[src/rtl/evm_pkg.sv]
`timescale 1ns / 1ps
`default_nettype none
// ----------------------------------------------------------------------------
// evm_pkg: shared constants and types for the view matrix block
// CORDIC constants, the arctangent table and the cell payload type.
// ----------------------------------------------------------------------------
package evm_pkg;
	localparam int CORDIC_STEPS = 16;
	localparam int ATAN_ENTRIES = 24;
	localparam int STEPS = (CORDIC_STEPS < ATAN_ENTRIES) ? CORDIC_STEPS : ATAN_ENTRIES;
	localparam int AW = $clog2(ATAN_ENTRIES);
	localparam int CW = 34;
	localparam logic signed [CW-1:0] GAIN_Q30 = 34'sd652032874;

	function automatic logic signed [CW-1:0] atan_at(input int i);
		logic [31:0] t;
		case (i)
			0: t = 32'h20000000;  1: t = 32'h12E4051E;  2: t = 32'h09FB385B;
			3: t = 32'h051111D4;  4: t = 32'h028B0D43;  5: t = 32'h0145D7E1;
			6: t = 32'h00A2F61E;  7: t = 32'h00517C55;  8: t = 32'h0028BE53;
			9: t = 32'h00145F2F; 10: t = 32'h000A2F98; 11: t = 32'h000517CC;
			12: t = 32'h00028BE6; 13: t = 32'h000145F3; 14: t = 32'h0000A2FA;
			15: t = 32'h0000517D; 16: t = 32'h000028BE; 17: t = 32'h0000145F;
			18: t = 32'h00000A30; 19: t = 32'h00000518; 20: t = 32'h0000028C;
			21: t = 32'h00000146; 22: t = 32'h000000A3; 23: t = 32'h00000051;
			default: t = 32'h0;
		endcase
		return $signed({2'b00, t});
	endfunction

	// one angle in flight through a CORDIC cell
	typedef struct packed {
		logic signed [CW-1:0] x;
		logic signed [CW-1:0] y;
		logic signed [CW-1:0] z;
		logic                 flip;
	} rot_t;

	// one pose in flight: three angles and the position
	typedef struct packed {
		rot_t                 ax;
		rot_t                 ay;
		rot_t                 az;
		logic signed [31:0]   px;
		logic signed [31:0]   py;
		logic signed [31:0]   pz;
	} pose_t;
endpackage
`default_nettype wire

[src/rtl/evm_cell.sv]
`timescale 1ns / 1ps
`default_nettype none
// ----------------------------------------------------------------------------
// evm_cell: one CORDIC cell
// Rotates all three angles of a pose by one step and hands it on.
// ----------------------------------------------------------------------------
module evm_cell
	import evm_pkg::*;
(
	input  wire logic          clk,
	input  wire logic          en,
	input  wire logic [AW-1:0] idx,
	input  wire pose_t         din,
	output pose_t              dout
);
	function automatic rot_t step(input rot_t r, input logic [AW-1:0] i);
		rot_t o;
		logic signed [CW-1:0] dx, dy, a;
		dx = r.y >>> i;
		dy = r.x >>> i;
		a  = atan_at(int'(i));
		o = r;
		if (!r.z[CW-1]) begin
			o.x = r.x - dx; o.y = r.y + dy; o.z = r.z - a;
		end else begin
			o.x = r.x + dx; o.y = r.y - dy; o.z = r.z + a;
		end
		return o;
	endfunction

	always_ff @(posedge clk) begin
		if (en) begin
			dout.ax <= step(din.ax, idx);
			dout.ay <= step(din.ay, idx);
			dout.az <= step(din.az, idx);
			dout.px <= din.px;
			dout.py <= din.py;
			dout.pz <= din.pz;
		end
	end
endmodule
`default_nettype wire

[config.mk]
export PLATFORM = sky130hd
export DESIGN_NAME = evm_cell
export DESIGN_NICKNAME = d
export VERILOG_FILES = /design/src/rtl/evm_pkg.sv /design/src/rtl/evm_cell.sv
export SDC_FILE = /design/constraint.sdc
export NUM_CORES = 2
export LEC_CHECK = 0
export ABC_AREA = 1
export BUFFER_PORTS_ARGS = -buffer_cell sky130_fd_sc_hd__buf_4
export CAP_MARGIN = 40
export CELL_PAD_IN_SITES_DETAIL_PLACEMENT = 0
export CELL_PAD_IN_SITES_GLOBAL_PLACEMENT = 1
export CORE_AREA = 3 3 348 350
export CTS_BUF_LIST = sky130_fd_sc_hd__clkbuf_16
export DETAILED_ROUTE_END_ITERATION = 8
export DIE_AREA = 0 0 351 353
export PLACE_DENSITY = 0.87
export SLEW_MARGIN = 20
export SYNTH_ARGS = -nofsm -noshare
export SYNTH_HDL_FRONTEND = slang
export SYNTH_SLANG_ARGS = --single-unit
export TNS_END_PERCENT = 100
[constraint.sdc]
create_clock -name clk -period 7.5 [get_ports clk]
set_input_delay 1.5 -clock clk [delete_from_list [all_inputs] [get_ports clk]]
set_output_delay 1.5 -clock clk [all_outputs]
set_load 0.01 [all_outputs]
-- Yosys cells after proc, flatten, opt, wreduce, memory -nomap -nowiden
Memories as Yosys holds them, arrays and structs flattened.
Index checks and enable logic that the tools add are counted.
- add/sub/neg operators: 18
- $mul: 0
- divide/modulo/power cells: 0
- order comparisons: 0
- equal/unequal tests: 0
- shift-type cells: 6
- muxes and demuxes: 6
- bitwise operators: 0
- reduce and logical (&&, ||, !) cells: 0
- operators with widths (kind ; count):
    $mux 102 ; 3
    $add 34x34->34 ; 6
    $sshr 34x5->34 ; 6
    $sub 34x34->34 ; 6
    $add 34x33->34 ; 3
    $sub 34x33->34 ; 3
    $mux 32 ; 3
- register bits: 405
- latch bits: 0
- memory bits (writable): 0
- bits in read-only memories: 2880
- input bits: 412
- output and inout bits: 405
- logic and storage cells: 48
- memories kept: 3
- memories (memory ; words ; bits a word ; rd ports ; clocked after Yosys merged registers in ; wr ports ; line ; RTL):
    (name not given) ; 32 ; 30 ; 1 ; 0 ; 0 ; evm_pkg.sv:17 ; case (i)
    (name not given) ; 32 ; 30 ; 1 ; 0 ; 0 ; evm_pkg.sv:17 ;
    (name not given) ; 32 ; 30 ; 1 ; 0 ; 0 ; evm_pkg.sv:17 ;

-- Logic depth before layout (Yosys ltp)
An unclocked memory read counts as a cell.
- depth after elaboration: 4
- gate-level depth with buffers: 38
- gate-level depth less buffers: 35

-- Worst setup path after synthesis
OpenSTA, ideal clock, no wires.
- kind: in2reg
- start: input port idx[1]
- end: register dout[227] (netlist bit) (data pin)
- library setup time: 0.258 ns
- data arrival time: 5.305 ns
- data required time: 7.242 ns
- slack: 1.937 ns
- stages: 28
- buffers on the path: 3
- cells stage by stage: buf_6 inv_4 buf_4 buf_4 ha_1 inv_1 a21oi_1 nand2_1 o311a_1 ha_1 nand3_1 nand3b_1 nor2_2 nand2_1 inv_2 or2_1 o21ai_0 ha_1 a21oi_1 o21ai_0 a21oi_1 nand2_1 a21oi_1 o21ai_0 nand2_1 nand2_1 a21oi_1 xnor2_1
- longest elaborated chain between the ends: 4
- RTL lines (item ; line ; RTL):
    start, declared ; evm_cell.sv:12 ; input wire logic [AW-1:0] idx,
    $mem_v2 32x30 (*) ; - ;
    $mux 32 (*) ; evm_cell.sv:32 ; if (en) begin
    $sub 34x33->34 or $add 34x33->34 (tied branches) ; evm_cell.sv:24, evm_cell.sv:26 ;
    $mux 102 (*) ; evm_cell.sv:23 ; if (!r.z[CW-1]) begin
    end, declared ; evm_cell.sv:14 ; output pose_t dout
Mark *: on every way between the ends. The rest lies on a longest branch, timed or not. The select of a mux whose other input is x is not followed.
A chain may end at the register's enable or synchronous reset.

-- Worst setup path after layout
- start: input port idx[1]
- end: register dout[301] (netlist bit) (data pin)
- longest elaborated chain between the ends: 3
- RTL lines (item ; line ; RTL):
    $sshr 34x5->34 (*) ; evm_cell.sv:19 ; dx = r.y >>> i;
    $sub 34x34->34 or $add 34x34->34 (tied branches) ; evm_cell.sv:24, evm_cell.sv:26 ;
    $mux 102 (*) ; evm_cell.sv:23 ;
Mark *: on every way between the ends. The rest lies on a longest branch, timed or not.

==> results by group <==
Synth
  • Register area share after synthesis: about a quarter
  • Async S/R FF share, synth: 0%
  • Count of cell types in the netlist: 62
  • Yosys top cell area share: 25.7%
  • Syn. warnings: 0
  • Syn avg cell area: 6.50 um2
  • Yosys reg bits: around 410
  • Post-Syn Area: 47300 um2
  • Top FF cell, synth: edfxtp_1
  • Yosys top cell by area: edfxtp_1
  • Synthesized Nets: 8011
  • Post-synth EDFFs: 405
  • Synth top area cells: edfxtp_1 26%, nand2_1 18%, nand3_1 11%
  • Syn Inst Count: 7279

Timing
  • Fin crit period: 6250 ps
  • Hold Fails Final Rpt: 0
  • Max Clock Freq: 0.160 GHz
  • Setup violations, final: 0
  • Final Cycle Share: 83.3%
  • Slew Viols, Final: 0
  • Worst Tran Pin Value: 963 ps
  • RSZ-0062 raised after global routing: no
  • TNS Setup: 0 ps
  • Worst rel slew slack: 35.8%

Worst setup path
  • Setup CP Type: input pin to register
  • CP Capture Point: dout[301]
  • Worst setup SP type: input pin
  • CP Launch Point: idx[1]
  • CP Data Arrival Time: 6670 ps
  • Critical Path Fanout Max: 52
  • Worst EP required: between 7000 and 8000 ps
  • Slowest cell delay on critical path: about 660 ps
  • CP Capture Type: register
  • Slowest cell on the critical path: nor4_1

Power
  • PD cells: 208 nW/um2
  • Sw power: between 4000 and 5000 uW
  • Clock power share: 20.5%
  • Sequential share of power: 28.9%
  • VDD IR max: approximately 0.00022 V
  • Switch share: around 42%
  • Design Power: 11700 uW
  • Int Pwr: 6800 uW
  • P_leak: around 0.028 uW
  • Gate power share: 50.6%

Drt
  • Pre-antenna DRT Iters: 6
  • Final wirelength: 214000 um
  • DR WL/cell: 22.4 um
  • Initial DRC count: between 4000 and 5000
  • Post-DRT Antenna Nets: 0
  • Vias: 52300
  • DRC: 0
  • Via/cell ratio: 5.48

Final layout
  • Share of cells above drive strength 1: 14.0%
  • Number of flip-flops in the largest register: 405
  • Layout area overhead: 19.1%
  • Largest register by flop count: dout
  • Non-filler cells, final: roughly 9500
  • FILL cells: 12400
  • Layout net count: 8690
  • Biggest regs: dout: 405 flops
  • Post-layout util: a little under half
  • Design area: ~56000 um2

Floorplanning
  • Num rows: 126
  • IO Pins: 817
  • Chip height: 353 um
  • Die ar.: 124000 um2
  • Initial Util: 40.1%
  • Placeable Area: 118000 um2
  • Die Wd: 351 um

CTS
  • Setup repair bufs after CTS: 0
  • TritonCTS Buffers: 47
  • CTS Sinks: 405
  • Longest Clk Path Bufs: 3
  • H-tree depth: 2
  • Cts repair resizes: 0
  • CTS root buf: clkbuf_16
  • Hold Buf Count CTS: 0
  • TritonCTS clock tree: yes
  • Clock transition at the registers of the reported paths: 70 ps

GRT
  • Largest net degree at the start of global routing: 168
  • Remaining Overflow, GRT: 0
  • Vias in the first global route: 50400
  • Total GRT Usage: 33.1%
  • First-pass GRT wire length: 310000 um
  • Initial antenna violation count: 26

Job
  • MaxCap Viol Count: 0

Placed design
  • DP Cell Count: 9445
  • Port bufs: 816
  • Gpl congestion: 0.989
  • DP HPWL: 177000 um
  • Placed cell area: 54800 um2

Hold path
  • HP Class: input pin to register

Run status
  • Status: finished, final reports clean
-- cell usage after synthesis (5+ instances only) --
| cell | instances |
|---|---|
| edfxtp_1 | 405 |
| a211oi_1 | 9 |
| inv_2 | 42 |
| nand3b_1 | 7 |
| xor2_1 | 287 |
| a31oi_1 | 79 |
| xnor2_1 | 144 |
| o21ai_0 | 308 |
| nor2_2 | 34 |
| o2111ai_1 | 14 |
| o21a_1 | 43 |
| o21ai_1 | 35 |
| nand3_2 | 14 |
| inv_1 | 668 |
| a2111oi_0 | 9 |
| nor2_4 | 7 |
| nand2_1 | 2300 |
| buf_2 | 93 |
| o211ai_1 | 10 |
| a21o_1 | 27 |
| ha_1 | 311 |
| or2_2 | 9 |
| fa_1 | 9 |
| clkbuf_1 | 70 |
| buf_4 | 22 |
| o22ai_1 | 5 |
| o21ai_2 | 5 |
| nand2_2 | 32 |
| a21boi_0 | 23 |
| nor3_1 | 24 |
| and2_1 | 5 |
| buf_1 | 41 |
| a21oi_1 | 407 |
| nand3_1 | 1085 |
| nor4_1 | 7 |
| buf_6 | 26 |
| nor2_1 | 547 |
| o221ai_1 | 8 |
| o31ai_1 | 10 |
| nand2_4 | 5 |
| nand4_1 | 63 |
-- cell type report --
cell class                      count  area, um2  share of cell area, %
Tap cell                         1536       1920                   3.41
Sequential cell                   405      12200                   21.6
Antenna cell                       10       25.0                 0.0444
Multi-Input combinational cell   5907      31100                   55.2
Clock inverter                     37        410                  0.728
Timing Repair Buffer              882       6850                   12.1
Inverter                          715       2700                   4.79
Clock buffer                       47       1180                   2.09
-- worst min path at each step --
stage / from / to / slack [ps] / cells after the start
2_1_floorplan: din[0] / dout[0] / 1600 / 0
3_3_place_gp: din[62] / dout[62] / 1680 / 1
3_5_place_dp: din[84] / dout[84] / 1680 / 1
4_1_cts: din[40] / dout[40] / 970 / 1
5_1_grt: din[39] / dout[39] / 980 / 1
6_report: din[44] / dout[44] / 1010 / 1
-- placed cells by master, fill, tap and decap left out, types with 63 or more instances in the layout --
cell type / n
nand2_1: 2300
nand3_1: 1085
buf_4: 861
inv_1: 675
nor2_1: 546
a21oi_1: 407
edfxtp_1: 405
ha_1: 311
o21ai_0: 308
xor2_1: 287
xnor2_1: 144
a31oi_1: 79
nand4_1: 63
-- critical path, delay by kind of cell --
kind                     cells  cell delay [ps]
buffers and inverters        8             1460
AO/OA/AOI/OAI                2              260
AND/OR/NAND/NOR             16             2700
adder cells (fa/ha/maj)      2              540
XOR/XNOR                     1              130
-- cell families (layout without fill, tap and decap cells) --
kind of cell	after synthesis	after routing	synth area share (%)
flip-flops	405	405	25.7
other	0	10	0
adder cells (fa/ha/maj)	320	320	8.60
buffers and inverters	967	1681	8.51
AND/OR/NAND/NOR	4153	4153	37.3
AO/OA/AOI/OAI	1002	1002	11.9
XOR/XNOR	432	432	8.01
-- power groups by stage --
stage	registers [uW]	logic, uW	clock network (uW)
6_report	3390	5950	2410
5_1_grt	3430	6520	2550
4_1_cts	3400	5960	2460
3_5_place_dp	3440	5930	0
3_3_place_gp	3430	5930	0
2_1_floorplan	3660	3280	0
-- per-layer routing --
layer | track usage, % | part of all wire (%) | wire length, um | up-vias
met2 | 61.3 | 51 | 109000 | 1875
met5 | 0 | 0.091 | 195 | -
met4 | 20.2 | 7.2 | 15400 | 28
met3 | 4.84 | 6.2 | 13300 | 509
li1 | - | - | - | 25700
met1 | 35.0 | 36 | 76200 | 24200
-- per-stage QoR --
step	setup WS [ps]	hold WS (ps)
after floorplan	1940	1600
after global placement	763	1680
after detailed placement	793	1680
after CTS	1440	972
after global routing	835	980
final	1250	1010
Power figures use the tool's default switching activity.
